<file path="config.mk">
export PLATFORM = sky130hd
export DESIGN_NAME = lsb_first_bit_packer
export DESIGN_NICKNAME = d
export VERILOG_FILES = /design/src/design/lbp_pkg.sv /design/src/design/lsb_first_bit_packer.sv /design/src/design/lbp_ctrl.sv /design/src/design/lbp_datapath.sv
export VERILOG_INCLUDE_DIRS = /design/src /design/src/design
export SDC_FILE = /design/constraint.sdc
export NUM_CORES = 1
export LEC_CHECK = 0
export BUFFER_PORTS_ARGS = -buffer_cell sky130_fd_sc_hd__buf_2
export CAP_MARGIN = 20
export CORE_UTILIZATION = 60
export CTS_CLUSTER_DIAMETER = 50
export CTS_CLUSTER_SIZE = 14
export DETAILED_ROUTE_END_ITERATION = 7
export PLACE_DENSITY = 0.9
export RECOVER_POWER = 25
export SYNTH_ARGS = -nofsm -noshare
export SYNTH_HDL_FRONTEND = slang
export SYNTH_SLANG_ARGS = --single-unit
export TNS_END_PERCENT = 100
</file>
<file path="constraint.sdc">
create_clock -name clk -period 7.5 [get_ports clk]
set_input_delay 0.375 -clock clk [delete_from_list [all_inputs] [get_ports clk]]
set_output_delay 0.375 -clock clk [all_outputs]
set_load 0.01 [all_outputs]
</file>
<file path="src/design/lsb_first_bit_packer_macros.svh">
// Assertion macros for the LSB-first bit packer.
// Included by the top level; defining ASSERT_OFF compiles the checks away.
`ifndef LSB_FIRST_BIT_PACKER_MACROS_SVH
`define LSB_FIRST_BIT_PACKER_MACROS_SVH
`ifndef ASSERT_OFF
`define LBP_ASSERT_IMPLY(label, ck, rn, a, b) \
	label: assert property (@(posedge ck) disable iff (!rn) (a) |-> (b)) \
		else $error("lbp implication check failed");
`define LBP_ASSERT_ALWAYS(label, ck, rn, c) \
	label: assert property (@(posedge ck) disable iff (!rn) (c)) \
		else $error("lbp invariant check failed");
`else
`define LBP_ASSERT_IMPLY(label, ck, rn, a, b)
`define LBP_ASSERT_ALWAYS(label, ck, rn, c)
`endif
`endif

</file>
<file path="src/design/lbp_pkg.sv">
// Shared constants and controller/datapath interface types for the bit packer.
// No dependencies.
`default_nettype none
package lbp_pkg;

	localparam int MAX_CHUNK_BITS_DEF = 64;
	localparam int LIMIT_W = 20;
	localparam logic [LIMIT_W-1:0] LIMIT_RESET = 20'd8192;

	localparam logic [1:0] FUNC_WRITE  = 2'd0;
	localparam logic [1:0] FUNC_BINT   = 2'd1;
	localparam logic [1:0] FUNC_FINISH = 2'd2;

	// Register index, taken from paddr[2].
	localparam logic REG_LIMIT = 1'b0;

	// Bounded-integer length search tries bit weights 32 down to 1.
	localparam logic [2:0] SRCH_TOP = 3'd5;

	typedef struct packed {
		logic       load;
		logic       srch;
		logic [2:0] step;
		logic       pack;
		logic       fin;
	} cmd_t;

	typedef struct packed {
		logic slot_free;
		logic rem_zero;
	} sts_t;

endpackage
`default_nettype wire

</file>
<file path="src/design/lsb_first_bit_packer.sv">
// Sequence: write bits is accepted, packed in chunks of up to a byte (up to nine chunks), then
// closed; a bounded integer first runs a length search and is then packed the same way.
// Items are taken one at a time: in_stall stays high until an item is through. The packer moves
// at most one byte per cycle, and only while the output register is free; output stalls hold it.
// Reset: arst_n clears the partial byte, bit count, flags and the limit register (8192).
`default_nettype none
`include "lsb_first_bit_packer_macros.svh"
module lsb_first_bit_packer #(
	parameter int MAX_CHUNK_BITS = lbp_pkg::MAX_CHUNK_BITS_DEF
) (
	input  wire         clk,
	input  wire         arst_n,
	input  wire         psel,
	input  wire         penable,
	input  wire         pwrite,
	input  wire  [2:0]  paddr,
	input  wire  [31:0] pwdata,
	output logic [31:0] prdata,
	output logic        pready,
	input  wire         in_valid,
	output logic        in_stall,
	input  wire  [1:0]  func,
	input  wire  [63:0] data_value,
	input  wire  [6:0]  bit_count,
	input  wire  [31:0] max_value,
	output logic        out_valid,
	input  wire         out_stall,
	output logic [7:0]  out_byte,
	output logic        byte_valid,
	output logic        last_of_run,
	output logic        bunch_end,
	output logic        fault_seen,
	output logic        limit_seen,
	output logic [31:0] total_bits
);

	lbp_pkg::cmd_t cmd;
	lbp_pkg::sts_t sts;

	logic [lbp_pkg::LIMIT_W-1:0] limit_q;
	logic                        reg_sel;

	assign pready  = 1'b1;
	assign reg_sel = (paddr[2] == lbp_pkg::REG_LIMIT);
	assign prdata  = reg_sel ? 32'(limit_q) : 32'd0;

	always_ff @(posedge clk or negedge arst_n) begin
		if (!arst_n) begin
			limit_q <= lbp_pkg::LIMIT_RESET;
		end else if (psel && penable && pwrite && reg_sel) begin
			limit_q <= pwdata[lbp_pkg::LIMIT_W-1:0];
		end
	end

	lbp_ctrl u_ctrl (
		.clk      (clk),
		.arst_n   (arst_n),
		.in_valid (in_valid),
		.in_stall (in_stall),
		.func     (func),
		.sts      (sts),
		.cmd      (cmd)
	);

	lbp_datapath #(
		.MAX_CHUNK_BITS (MAX_CHUNK_BITS)
	) u_datapath (
		.clk         (clk),
		.arst_n      (arst_n),
		.cmd         (cmd),
		.sts         (sts),
		.func        (func),
		.data_value  (data_value),
		.bit_count   (bit_count),
		.max_value   (max_value),
		.limit       (limit_q),
		.out_valid   (out_valid),
		.out_stall   (out_stall),
		.out_byte    (out_byte),
		.byte_valid  (byte_valid),
		.last_of_run (last_of_run),
		.bunch_end   (bunch_end),
		.fault_seen  (fault_seen),
		.limit_seen  (limit_seen),
		.total_bits  (total_bits)
	);

	// A beat is produced only into a free output register.
	`LBP_ASSERT_IMPLY(a_pack_slot, clk, arst_n, cmd.pack, sts.slot_free)
	`LBP_ASSERT_IMPLY(a_fin_slot, clk, arst_n, cmd.fin, sts.slot_free)
	// The controller issues at most one datapath command per cycle.
	`LBP_ASSERT_ALWAYS(a_one_cmd, clk, arst_n, $onehot0({cmd.load, cmd.srch, cmd.pack, cmd.fin}))

endmodule
`default_nettype wire

</file>
<file path="src/design/lbp_ctrl.sv">
// Sequencer of the bit packer: accepts items and steps the datapath.
// Depends on lbp_pkg for the command and status types and function codes.
`default_nettype none
module lbp_ctrl (
	input  wire               clk,
	input  wire               arst_n,
	input  wire               in_valid,
	output logic              in_stall,
	input  wire  [1:0]        func,
	input  lbp_pkg::sts_t     sts,
	output lbp_pkg::cmd_t     cmd
);

	localparam logic [1:0] S_IDLE = 2'd0;
	localparam logic [1:0] S_SRCH = 2'd1;
	localparam logic [1:0] S_PACK = 2'd2;
	localparam logic [1:0] S_FIN  = 2'd3;

	logic [1:0] state_q;
	logic [1:0] state_nxt;
	logic [2:0] step_q;
	logic [2:0] step_nxt;

	assign in_stall = (state_q != S_IDLE);

	always_comb begin
		state_nxt = state_q;
		step_nxt  = step_q;
		cmd       = '0;
		cmd.step  = step_q;
		case (state_q)
			S_IDLE: begin
				if (in_valid) begin
					cmd.load = 1'b1;
					step_nxt = lbp_pkg::SRCH_TOP;
					case (func)
						lbp_pkg::FUNC_WRITE:  state_nxt = S_PACK;
						lbp_pkg::FUNC_BINT:   state_nxt = S_SRCH;
						lbp_pkg::FUNC_FINISH: state_nxt = S_FIN;
						default:              state_nxt = S_IDLE;
					endcase
				end
			end
			S_SRCH: begin
				cmd.srch = 1'b1;
				if (step_q == 3'd0) begin
					state_nxt = S_PACK;
				end else begin
					step_nxt = step_q - 3'd1;
				end
			end
			S_PACK: begin
				if (sts.rem_zero) begin
					state_nxt = S_IDLE;
				end else if (sts.slot_free) begin
					cmd.pack = 1'b1;
				end
			end
			S_FIN: begin
				if (sts.slot_free) begin
					cmd.fin   = 1'b1;
					state_nxt = S_IDLE;
				end
			end
			default: state_nxt = S_IDLE;
		endcase
	end

	always_ff @(posedge clk or negedge arst_n) begin
		if (!arst_n) begin
			state_q <= S_IDLE;
			step_q  <= 3'd0;
		end else begin
			state_q <= state_nxt;
			step_q  <= step_nxt;
		end
	end

endmodule
`default_nettype wire

</file>
<file path="src/design/lbp_datapath.sv">
// Datapath of the bit packer: bit store, length search, byte packing and output register.
// Depends on lbp_pkg for the command and status types and function codes.
`default_nettype none
module lbp_datapath #(
	parameter int MAX_CHUNK_BITS = lbp_pkg::MAX_CHUNK_BITS_DEF
) (
	input  wire                          clk,
	input  wire                          arst_n,
	input  lbp_pkg::cmd_t                cmd,
	output lbp_pkg::sts_t                sts,
	input  wire  [1:0]                   func,
	input  wire  [63:0]                  data_value,
	input  wire  [6:0]                   bit_count,
	input  wire  [31:0]                  max_value,
	input  wire  [lbp_pkg::LIMIT_W-1:0]  limit,
	output logic                         out_valid,
	input  wire                          out_stall,
	output logic [7:0]                   out_byte,
	output logic                         byte_valid,
	output logic                         last_of_run,
	output logic                         bunch_end,
	output logic                         fault_seen,
	output logic                         limit_seen,
	output logic [31:0]                  total_bits
);

	localparam int SH_W = (MAX_CHUNK_BITS > 32) ? MAX_CHUNK_BITS : 32;
	localparam int RW = $clog2(SH_W + 1);
	localparam logic [6:0] MAX_CNT = 7'(MAX_CHUNK_BITS);

	logic [SH_W-1:0] sh_q;
	logic [RW-1:0]   rem_q;
	logic [31:0]     max_q;
	logic [5:0]      n_q;
	logic [7:0]      pb_q;
	logic [2:0]      pc_q;
	logic [31:0]     bw_q;
	logic            lim_q;
	logic            flt_q;

	logic        out_valid_q;
	logic [7:0]  out_byte_q;
	logic        byte_valid_q;
	logic        last_q;
	logic        end_q;
	logic        fault_q;
	logic        limit_q;
	logic [31:0] total_q;

	// Item load: clamp the count or the bounded value.
	logic [31:0] v_raw;
	logic        clamp_v;
	logic [31:0] v_ld;
	logic        cnt_over;
	logic [6:0]  cnt_ld;

	assign v_raw    = data_value[31:0];
	assign clamp_v  = (max_value != 32'd0) && (v_raw >= max_value);
	assign v_ld     = clamp_v ? (max_value - 32'd1) : v_raw;
	assign cnt_over = bit_count > MAX_CNT;
	assign cnt_ld   = cnt_over ? MAX_CNT : bit_count;

	// Length search. Bit k is emitted while (v mod 2^k) + 2^k < max; that sum grows
	// with k, so the emitted length is found one binary digit per cycle.
	logic [5:0]  cand;
	logic        cand_ok;
	logic [4:0]  k;
	logic [31:0] low_m;
	logic [32:0] lhs;
	logic        hit;
	logic [5:0]  n_nxt;

	assign cand    = n_q | (6'd1 << cmd.step);
	assign cand_ok = !cand[5] || (cand == 6'd32);
	assign k       = 5'(cand - 6'd1);
	assign low_m   = (32'd1 << k) - 32'd1;
	assign lhs     = {1'b0, sh_q[31:0] & low_m} + (33'd1 << k);
	assign hit     = cand_ok && (lhs < {1'b0, max_q});
	assign n_nxt   = hit ? cand : n_q;

	// Packing: move as many bits as fit into the partial byte.
	logic [3:0]    avail;
	logic [3:0]    take;
	logic [7:0]    chunk;
	logic [7:0]    merged;
	logic [3:0]    pc_sum;
	logic [32:0]   bw_sum;
	logic [31:0]   bw_new;
	logic          lim_hit;
	logic [RW-1:0] rem_after;
	logic          emit;

	assign avail     = 4'd8 - {1'b0, pc_q};
	assign take      = (rem_q < RW'(avail)) ? 4'(rem_q) : avail;
	assign chunk     = sh_q[7:0] & 8'((9'd1 << take) - 9'd1);
	assign merged    = pb_q | 8'(16'(chunk) << pc_q);
	assign pc_sum    = {1'b0, pc_q} + take;
	assign bw_sum    = {1'b0, bw_q} + 33'(take);
	assign bw_new    = bw_sum[32] ? 32'hFFFF_FFFF : bw_sum[31:0];
	assign lim_hit   = !lim_q && (bw_new > 32'(limit));
	assign rem_after = rem_q - RW'(take);
	assign emit      = pc_sum[3];

	assign sts.slot_free = !out_valid_q || !out_stall;
	assign sts.rem_zero  = (rem_q == '0);

	always_ff @(posedge clk or negedge arst_n) begin
		if (!arst_n) begin
			rem_q <= '0;
			pb_q  <= 8'd0;
			pc_q  <= 3'd0;
			bw_q  <= 32'd0;
			lim_q <= 1'b0;
			flt_q <= 1'b0;
		end else begin
			if (cmd.load) begin
				case (func)
					lbp_pkg::FUNC_WRITE: begin
						rem_q <= RW'(cnt_ld);
						if (cnt_over) begin
							flt_q <= 1'b1;
						end
					end
					lbp_pkg::FUNC_BINT: begin
						rem_q <= '0;
						if (clamp_v) begin
							flt_q <= 1'b1;
						end
					end
					default: ;
				endcase
			end
			if (cmd.srch && (cmd.step == 3'd0)) begin
				rem_q <= RW'(n_nxt);
			end
			if (cmd.pack) begin
				rem_q <= rem_after;
				bw_q  <= bw_new;
				if (lim_hit) begin
					lim_q <= 1'b1;
					flt_q <= 1'b1;
				end
				if (emit) begin
					pb_q <= 8'd0;
					pc_q <= 3'd0;
				end else begin
					pb_q <= merged;
					pc_q <= 3'(pc_sum);
				end
			end
			if (cmd.fin) begin
				pb_q <= 8'd0;
				pc_q <= 3'd0;
				bw_q <= 32'd0;
			end
		end
	end

	// Bit store and search registers carry no reset.
	always_ff @(posedge clk) begin
		if (cmd.load) begin
			n_q <= 6'd0;
			if (func == lbp_pkg::FUNC_BINT) begin
				sh_q  <= SH_W'(v_ld);
				max_q <= max_value;
			end else begin
				sh_q <= SH_W'(data_value[MAX_CHUNK_BITS-1:0]);
			end
		end
		if (cmd.srch) begin
			n_q <= n_nxt;
		end
		if (cmd.pack) begin
			sh_q <= sh_q >> take;
		end
	end

	// Output register: holds one beat; while it is full and stalled, packing waits.
	always_ff @(posedge clk or negedge arst_n) begin
		if (!arst_n) begin
			out_valid_q <= 1'b0;
		end else if ((cmd.pack && emit) || cmd.fin) begin
			out_valid_q <= 1'b1;
		end else if (!out_stall) begin
			out_valid_q <= 1'b0;
		end
	end

	always_ff @(posedge clk) begin
		if (cmd.pack && emit) begin
			out_byte_q   <= merged;
			byte_valid_q <= 1'b1;
			last_q       <= rem_after < RW'(8);
			end_q        <= 1'b0;
			fault_q      <= flt_q | lim_hit;
			limit_q      <= lim_q | lim_hit;
			total_q      <= bw_new;
		end else if (cmd.fin) begin
			out_byte_q   <= pb_q;
			byte_valid_q <= (pc_q != 3'd0);
			last_q       <= 1'b1;
			end_q        <= 1'b1;
			fault_q      <= flt_q;
			limit_q      <= lim_q;
			total_q      <= bw_q;
		end
	end

	assign out_valid   = out_valid_q;
	assign out_byte    = out_byte_q;
	assign byte_valid  = byte_valid_q;
	assign last_of_run = last_q;
	assign bunch_end   = end_q;
	assign fault_seen  = fault_q;
	assign limit_seen  = limit_q;
	assign total_bits  = total_q;

endmodule
`default_nettype wire

</file>
==> metrics.txt, run 1 <==
# TYPE chip_impl_metric gauge
chip_impl_metric{name="drv_slew",unit=""} 71
chip_impl_metric{name="cell_row_count",unit=""} 64
chip_impl_metric{name="power.total",unit="uW"} 8076
chip_impl_info{name="critPathLaunchType",value="register"} 1
chip_impl_metric{name="antenna_found_initial",unit=""} 1
chip_impl_metric{name="postSynth.asyncResetShare",unit=""} 0.3467
chip_impl_metric{name="cellPowerDensity",unit="nW/um^2"} 388.0
chip_impl_metric{name="fin_setup_tns",unit="ps"} 0
chip_impl_info{name="violations",value="max-capacitance violations, max-slew violations"} 1
chip_impl_info{name="endpoint_kind",value="register"} 1
chip_impl_metric{name="clock_latency_reported_for_the_late_side_of_the_worst_skew_pair",unit="ps"} 570
chip_impl_metric{name="fmaxAchievable",unit="GHz"} 0.1385
chip_impl_metric{name="ios",unit=""} 227
chip_impl_metric{name="ant_nets",unit=""} 0
chip_impl_metric{name="worst_slack",unit="ps"} 277.2
chip_impl_metric{name="synth_warnings",unit=""} 0
chip_impl_info{name="critPathKind",value="register to register"} 1
chip_impl_metric{name="buffer_ports.inserted",unit=""} 199
chip_impl_info{name="worst_path_dominant_cell_family",value="compound AO/OA/AOI/OAI gates"} 1
chip_impl_metric{name="place_area",unit="um^2"} 19890
chip_impl_metric{name="critical_path_peak_fanout",unit=""} 15
chip_impl_metric{name="synth_seq_area_share",unit=""} 0.3399
chip_impl_metric{name="timing.hold.worst_path_depth",unit=""} 2
chip_impl_metric{name="grt.overflow.total",unit=""} 0
chip_impl_metric{name="global_route_wire_length_before_repair",unit="um"} 88180
chip_impl_metric{name="synth.cell_area",unit="um^2"} 18670
chip_impl_metric{name="max_slew_margin",unit=""} -1.707
chip_impl_metric{name="cts_resized",unit=""} 0
chip_impl_metric{name="synth_cell_type_count",unit=""} 105
chip_impl_metric{name="cp.depth",unit=""} 28
chip_impl_metric{name="design.core.area",unit="um^2"} 30590
chip_impl_metric{name="drt_wl_total",unit="um"} 56510
chip_impl_metric{name="setup_viol_count_final",unit=""} 0
chip_impl_metric{name="area_growth_syn_to_layout",unit="%"} 11.45
chip_impl_metric{name="route.detailed.drc",unit=""} 0
chip_impl_metric{name="fin_worst_hold_slack",unit="ps"} 36.28
chip_impl_metric{name="cap_viol_max_count",unit=""} 1
chip_impl_metric{name="drtIter0Drc",unit=""} 2130
chip_impl_info{name="critical_path.slowest_cell",value="sky130_fd_sc_hd__nor2_1"} 1
chip_impl_info{name="clock-root-buffer",value="sky130_fd_sc_hd__clkbuf_16"} 1
chip_impl_info{name="postSynth.topFlopCell",value="sky130_fd_sc_hd__edfxtp_1"} 1
chip_impl_metric{name="drt_pass1_iterations",unit=""} 5
chip_impl_metric{name="dieWidth",unit="um"} 178.4
chip_impl_info{name="hold_class",value="input port to register"} 1
chip_impl_metric{name="hold_violations",unit=""} 0
chip_impl_metric{name="max-clock-path-buffers",unit=""} 3
chip_impl_info{name="outcome",value="finished, violations left"} 1
chip_impl_info{name="setup_repair_after_global_routing_missed_its_margin",value="no"} 1
chip_impl_info{name="cts_tree",value="done"} 1
chip_impl_metric{name="first_global_vias",unit=""} 16739
chip_impl_metric{name="wire_length_per_cell_after_detailed_routing",unit="um"} 21.81
chip_impl_metric{name="design.final.nets",unit=""} 2438
chip_impl_metric{name="ff2ff_path_depth",unit=""} 28
chip_impl_metric{name="avgSynthCellArea",unit="um^2"} 9.213
chip_impl_metric{name="gr-usage-all-layers",unit=""} 0.3540
chip_impl_metric{name="cts_num_sinks",unit=""} 225
chip_impl_metric{name="depth_of_the_cts_h_tree",unit=""} 1
chip_impl_metric{name="layout_min_cycle_time",unit="ps"} 7223
chip_impl_metric{name="dieArea",unit="um^2"} 31830
chip_impl_metric{name="detailedPlacementHpwl",unit="um"} 41490
chip_impl_metric{name="power.leakage",unit="uW"} 0.009595
chip_impl_metric{name="floorplan.initialDensity",unit=""} 0.6105
chip_impl_metric{name="grt_max_degree",unit=""} 79
chip_impl_metric{name="cts.repair_timing.setup_buffer_count",unit=""} 0
chip_impl_metric{name="worstPathBufferInverterCount",unit=""} 5
chip_impl_metric{name="required",unit="ps"} 7820
chip_impl_info{name="final_common_cell",value="sky130_fd_sc_hd__nand2_1"} 1
chip_impl_metric{name="routed-via-count",unit=""} 17245
chip_impl_metric{name="fin_skew",unit="ps"} 14.03
chip_impl_metric{name="worst-slew-pin-transition",unit="ps"} 4060
chip_impl_metric{name="number_of_synthesized_register_bits",unit=""} 225
chip_impl_metric{name="die_height",unit="um"} 178.4
chip_impl_metric{name="clkSlewWorstSetupHoldPaths",unit="ps"} 70
chip_impl_info{name="mostFrequentLayoutCells",value="sky130_fd_sc_hd__nand2_1 (215), sky130_fd_sc_hd__buf_2 (165), sky130_fd_sc_hd__nor2_1 (150)"} 1
chip_impl_metric{name="irDropWorstVdd",unit="mV"} 0.2836
chip_impl_metric{name="synth_enable_flop_cells",unit=""} 145
chip_impl_metric{name="layout-drive-gt1-share",unit=""} 0.1754
chip_impl_metric{name="post_synth_inst_count",unit=""} 2027
chip_impl_metric{name="antenna_cells",unit=""} 0
chip_impl_metric{name="cts_made_buffers",unit=""} 27
chip_impl_metric{name="post-route-period-util",unit=""} 0.9630
chip_impl_metric{name="timing.critical_path.slowest_cell_delay",unit="ps"} 820
chip_impl_metric{name="finalInstanceArea",unit="um^2"} 20810
chip_impl_metric{name="post_drt_via_cell_ratio",unit=""} 6.656
chip_impl_metric{name="placement.setup.worst_slack",unit="ps"} 588.3
chip_impl_metric{name="routabilityCongestion",unit=""} 0.9929
chip_impl_metric{name="timing.critical_path.arrival",unit="ps"} 7540
-- worst register-to-register path: cells and delay by family, from the launching register on --
family | cells | cell delay [ps]
compound gates | 12 | 2550
simple gates | 5 | 1570
fa+ha+maj | 5 | 1250
buf+inv | 5 | 680
flops | 1 | 670
mux | 1 | 230
-- synthesized netlist by cell type, types with 12 or more instances --
| library cell | instances | area (um^2) |
|---|---|---|
| sky130_fd_sc_hd__nor4_1 | 13 | 81.33 |
| sky130_fd_sc_hd__nand3_1 | 102 | 510.5 |
| sky130_fd_sc_hd__mux2i_1 | 125 | 1251 |
| sky130_fd_sc_hd__a21o_1 | 50 | 375.4 |
| sky130_fd_sc_hd__mux2_2 | 32 | 360.4 |
| sky130_fd_sc_hd__nand2_1 | 217 | 814.5 |
| sky130_fd_sc_hd__nand4_1 | 31 | 193.9 |
| sky130_fd_sc_hd__and3_1 | 14 | 87.58 |
| sky130_fd_sc_hd__a31o_2 | 19 | 166.4 |
| sky130_fd_sc_hd__ha_1 | 114 | 1426 |
| sky130_fd_sc_hd__xor2_1 | 32 | 280.3 |
| sky130_fd_sc_hd__xnor2_1 | 45 | 394.1 |
| sky130_fd_sc_hd__buf_4 | 18 | 135.1 |
| sky130_fd_sc_hd__nand2b_1 | 21 | 131.4 |
| sky130_fd_sc_hd__dfrtp_1 | 77 | 1927 |
| sky130_fd_sc_hd__nor3_1 | 39 | 195.2 |
| sky130_fd_sc_hd__a31oi_1 | 17 | 106.4 |
| sky130_fd_sc_hd__buf_2 | 24 | 120.1 |
| sky130_fd_sc_hd__a211oi_1 | 20 | 150.1 |
| sky130_fd_sc_hd__o21ai_0 | 123 | 615.6 |
| sky130_fd_sc_hd__nor2_1 | 150 | 563.0 |
| sky130_fd_sc_hd__clkbuf_1 | 73 | 274.0 |
| sky130_fd_sc_hd__mux4_2 | 40 | 900.9 |
| sky130_fd_sc_hd__inv_1 | 139 | 521.8 |
| sky130_fd_sc_hd__edfxtp_1 | 145 | 4354 |
| sky130_fd_sc_hd__nor2b_1 | 12 | 75.07 |
| sky130_fd_sc_hd__nor3b_1 | 21 | 157.7 |
| sky130_fd_sc_hd__a21oi_1 | 76 | 380.4 |
-- logic make-up after synthesis --
| logic type | after synthesis | share of synthesized area |
|---|---|---|
| compound gates | 454 | 0.1662 |
| other cells | 2 | 0.0004022 |
| xor+xnor | 77 | 0.03611 |
| simple gates | 680 | 0.1788 |
| flops | 225 | 0.3399 |
| mux | 199 | 0.1365 |
| fa+ha+maj | 117 | 0.07960 |
| buf+inv | 273 | 0.06245 |
-- through the flow --
stage	utilization	std cells
after floorplan	-	2039
after global placement	0.6501	2537
after detailed placement	0.6501	2537
after CTS	0.6810	2587
final	0.6804	2591
after global routing	0.6804	2591
-- sequential cells by signal, indices dropped and copies added (netlist names), 6 cells and up --
signal and flops:
u_datapath.out_byte 8, limit_q 20, u_datapath.rem_q 7, u_datapath.n_q 6
u_datapath.max_q 32, u_datapath.pb_q 8, u_datapath.bw_q 32, u_datapath.sh_q 64
u_datapath.total_bits 32
-- area by class of cell --
cell class / count / area [um^2]
multi-input cells: 1541 / 11250
repair buffers: 238 / 1241
flip-flops and latches: 225 / 6347
inverters: 141 / 529.3
well taps: 396 / 495.5
clock inverters: 14 / 163.9
fillers: 2308 / 9777
clock buffers: 36 / 782.0
-- worst paths after layout --
check                      slack (ps)               endpoint                from
min                                40             limit_q[2]           pwdata[2]
max                               280  u_datapath.fault_seen  u_datapath.pc_q[2]
max in group asynchronous        3010    u_datapath.rem_q[3]              arst_n
min reg2reg                       490       u_datapath.flt_q    u_datapath.flt_q
min in group asynchronous         260            limit_q[11]              arst_n
max reg2reg                       280  u_datapath.fault_seen  u_datapath.pc_q[2]
-- per-layer routing --
metal | track usage | vias to the layer above | share of wire
met2 | 0.5749 | 1077 | 0.47
met1 | 0.4571 | 8233 | 0.38
met3 | 0.06735 | 201 | 0.10
met4 | 0.1614 | 2 | 0.046
li1 | - | 7732 | -
met5 | 0 | - | 0.00023
-- report_power, final --
part / switching (uW) / internal, uW
Clock: 594 / 793
Combinational: 2680 / 1620
Sequential: 480 / 1910
-- what timing repair did --
item / in CTS / in global routing
setup endpoints to repair: 0 / 0
hold buffers: 0 / 1
hold endpoints to repair: 0 / 77
Note: power is estimated with default switching activity, not from simulation.
==> run 2: changes to the inputs <==
==> constraint.sdc (replaced) <==
create_clock -name clk -period 8.1 [get_ports clk]
set_input_delay 0.405 -clock clk [delete_from_list [all_inputs] [get_ports clk]]
set_output_delay 0.405 -clock clk [all_outputs]
set_load 0.01 [all_outputs]
==> run 2 against run 1 <==
Final cell count decreased by 0.19%; power is 6.6% lower; critical path depth rose by 2; fmax rose by 0.93%; critical path type unchanged; the flow still finishes with violations (max-capacitance violations, max-slew violations); global-route usage is 0.082 points higher.
==> metrics.txt, run 2 (synthesis results as in run 1) <==
# TYPE chip_impl_metric gauge
chip_impl_metric{name="design.final.nets",unit=""} 2431
chip_impl_metric{name="place_area",unit="um^2"} 19810
chip_impl_info{name="worst_path_dominant_cell_family",value="compound AO/OA/AOI/OAI gates"} 1
chip_impl_info{name="violations",value="max-capacitance violations, max-slew violations"} 1
chip_impl_metric{name="hold_violations",unit=""} 0
chip_impl_metric{name="cell_row_count",unit=""} 64
chip_impl_metric{name="place_inst",unit=""} 2527
chip_impl_metric{name="finalInstanceArea",unit="um^2"} 20800
chip_impl_metric{name="worst_slack",unit="ps"} 943.6
chip_impl_metric{name="cellPowerDensity",unit="nW/um^2"} 362.6
chip_impl_metric{name="cap_viol_max_count",unit=""} 1
chip_impl_metric{name="depth_of_the_cts_h_tree",unit=""} 1
chip_impl_metric{name="global_route_wire_length_before_repair",unit="um"} 88780
chip_impl_metric{name="largest_reg_flops",unit=""} 64
chip_impl_metric{name="required",unit="ps"} 8430
chip_impl_metric{name="routed-via-count",unit=""} 17319
chip_impl_metric{name="antenna_found_initial",unit=""} 0
chip_impl_metric{name="irDropWorstVdd",unit="mV"} 0.2943
chip_impl_info{name="cts_tree",value="done"} 1
chip_impl_info{name="critical_path.slowest_cell",value="sky130_fd_sc_hd__or3_1"} 1
chip_impl_metric{name="fin_skew",unit="ps"} 14.19
chip_impl_info{name="hold_class",value="input port to register"} 1
chip_impl_metric{name="layout-drive-gt1-share",unit=""} 0.1740
chip_impl_metric{name="switchingPower",unit="uW"} 3524
chip_impl_metric{name="dieArea",unit="um^2"} 31830
chip_impl_metric{name="clock_latency_reported_for_the_late_side_of_the_worst_skew_pair",unit="ps"} 580
chip_impl_info{name="clock-root-buffer",value="sky130_fd_sc_hd__clkbuf_16"} 1
chip_impl_metric{name="worst-slew-pin-transition",unit="ps"} 3800
chip_impl_metric{name="die_height",unit="um"} 178.4
chip_impl_metric{name="drtIter0Drc",unit=""} 2048
chip_impl_metric{name="drt_pass1_iterations",unit=""} 6
chip_impl_metric{name="floorplan.initialDensity",unit=""} 0.6105
chip_impl_metric{name="area_growth_syn_to_layout",unit="%"} 11.36
chip_impl_metric{name="max-clock-path-buffers",unit=""} 3
chip_impl_info{name="outcome",value="finished, violations left"} 1
chip_impl_metric{name="detailedPlacementHpwl",unit="um"} 41450
chip_impl_metric{name="register_area",unit="um^2"} 6347
chip_impl_metric{name="fmaxAchievable",unit="GHz"} 0.1397
chip_impl_metric{name="clkSlewWorstSetupHoldPaths",unit="ps"} 70
chip_impl_metric{name="post_drt_via_cell_ratio",unit=""} 6.697
chip_impl_info{name="endpoint_kind",value="register"} 1
chip_impl_metric{name="power.total",unit="uW"} 7541
chip_impl_metric{name="timing.critical_path.slowest_cell_delay",unit="ps"} 450
chip_impl_metric{name="critical_path_peak_fanout",unit=""} 11
chip_impl_metric{name="wire_length_per_cell_after_detailed_routing",unit="um"} 21.98
chip_impl_metric{name="setup_viol_count_final",unit=""} 0
chip_impl_metric{name="timing.critical_path.arrival",unit="ps"} 7490
chip_impl_metric{name="worstPathBufferInverterCount",unit=""} 6
chip_impl_metric{name="cts_num_sinks",unit=""} 225
chip_impl_metric{name="ios",unit=""} 227
chip_impl_metric{name="power.leakage",unit="uW"} 0.009570
chip_impl_info{name="critPathLaunchType",value="register"} 1
chip_impl_metric{name="drt_wl_total",unit="um"} 56850
chip_impl_metric{name="placement.setup.worst_slack",unit="ps"} 1125
chip_impl_metric{name="p_seq_frac",unit=""} 0.294
chip_impl_info{name="final_common_cell",value="sky130_fd_sc_hd__nand2_1"} 1
chip_impl_metric{name="fin_setup_tns",unit="ps"} 0
chip_impl_metric{name="p_int",unit="uW"} 4017
chip_impl_metric{name="routabilityCongestion",unit=""} 0.9877
chip_impl_metric{name="gr-usage-all-layers",unit=""} 0.3548
chip_impl_metric{name="layout_min_cycle_time",unit="ps"} 7156
chip_impl_metric{name="clock_power_share",unit=""} 0.175
chip_impl_metric{name="grt.overflow.total",unit=""} 0
chip_impl_info{name="critPathKind",value="register to register"} 1
chip_impl_metric{name="first_global_vias",unit=""} 16663
chip_impl_metric{name="max_slew_margin",unit=""} -1.533
chip_impl_metric{name="cts_resized",unit=""} 0
chip_impl_metric{name="cts_made_buffers",unit=""} 29
chip_impl_metric{name="design.core.area",unit="um^2"} 30590
chip_impl_metric{name="num-fill-cells",unit=""} 2291
chip_impl_info{name="setup_repair_after_global_routing_missed_its_margin",value="no"} 1
chip_impl_metric{name="antenna_cells",unit=""} 0
chip_impl_metric{name="route.detailed.drc",unit=""} 0
chip_impl_metric{name="power.switching_fraction",unit=""} 0.4673
chip_impl_metric{name="multi_input_gate_area_in_the_final_layout",unit="um^2"} 11250
chip_impl_metric{name="post-route-period-util",unit=""} 0.8835
chip_impl_metric{name="grt_max_degree",unit=""} 102
chip_impl_info{name="largest-register",value="u_datapath.sh_q"} 1
chip_impl_metric{name="dieWidth",unit="um"} 178.4
chip_impl_metric{name="ant_nets",unit=""} 0
chip_impl_metric{name="buffer_ports.inserted",unit=""} 199
chip_impl_metric{name="drv_slew",unit=""} 70
chip_impl_metric{name="comb_power_share",unit=""} 0.530
chip_impl_metric{name="finish.cell_count_without_fillers",unit=""} 2586
chip_impl_info{name="mostFrequentLayoutCells",value="sky130_fd_sc_hd__nand2_1 (215), sky130_fd_sc_hd__buf_2 (166), sky130_fd_sc_hd__nor2_1 (150)"} 1
## run 2: cell types whose count changed in the layout (fill, tap and decap cells not counted), moves of 2 or more
cell                         change
sky130_fd_sc_hd__clkinvlp_4      +2
sky130_fd_sc_hd__clkbuf_8        -3
sky130_fd_sc_hd__clkinv_2        +2
sky130_fd_sc_hd__buf_4          -10
## run 2: cell type report
type                       instances  area share
timing repair buffer             229     0.05692
sequential                       225      0.3052
multi-input combinational       1541      0.5411
tap                              396     0.02383
clock inverter                    22     0.01203
inverter                         141     0.02545
clock buffer                      32     0.03544
## run 2: timing repair
item | in CTS | in global routing
endpoints found under the hold margin | 0 | 23
setup buffers | 0 | 0
hold buffers | 0 | 1
## run 2: power groups by stage
| stage | sequential, uW | combinational, uW | clock [uW] |
|---|---|---|---|
| floorplan | 2040 | 2870 | 0 |
| global placement | 2170 | 3720 | 0 |
| detailed placement | 2200 | 3870 | 0 |
| CTS | 2180 | 3920 | 1340 |
| global route | 2240 | 4310 | 1380 |
| finish | 2220 | 4000 | 1320 |
## run 2: worst paths after layout
kind,start,end,slack (ps),cells past startpoint
max in group asynchronous,arst_n,u_ctrl.step_q[0],3790,3
hold reg to reg,u_datapath.bunch_end,u_datapath.bunch_end,490,2
setup reg to reg,u_datapath.pc_q[0],u_datapath.fault_seen,940,30
hold / removal,pwdata[0],limit_q[0],60,2
min in group asynchronous,arst_n,limit_q[18],320,2
setup / recovery,u_datapath.pc_q[0],u_datapath.fault_seen,940,30
## run 2: through the flow
stage,utilization,hold WS [ps]
5_1_grt,0.6799,41.81
6_report,0.6799,62.31
3_3_place_gp,0.6477,469.1
4_1_cts,0.6799,14.55
2_1_floorplan,-,109.4
3_5_place_dp,0.6477,482.9
## run 2: routing by layer
layer / part of all wire / GRT usage
met1: 0.38 / 0.4637
met2: 0.47 / 0.5777
met3: 0.11 / 0.06777
met4: 0.043 / 0.1437
met5: 0 / 0
## run 2: worst reg2reg max path, delay by kind of cell (launching register included)
kind	cells	cell delay, ps
AO/OA/AOI/OAI	13	2900
adder cells (fa/ha/maj)	5	1250
buffers and inverters	6	1070
AND/OR/NAND/NOR	5	1040
flip-flops	1	390
multiplexers	1	250
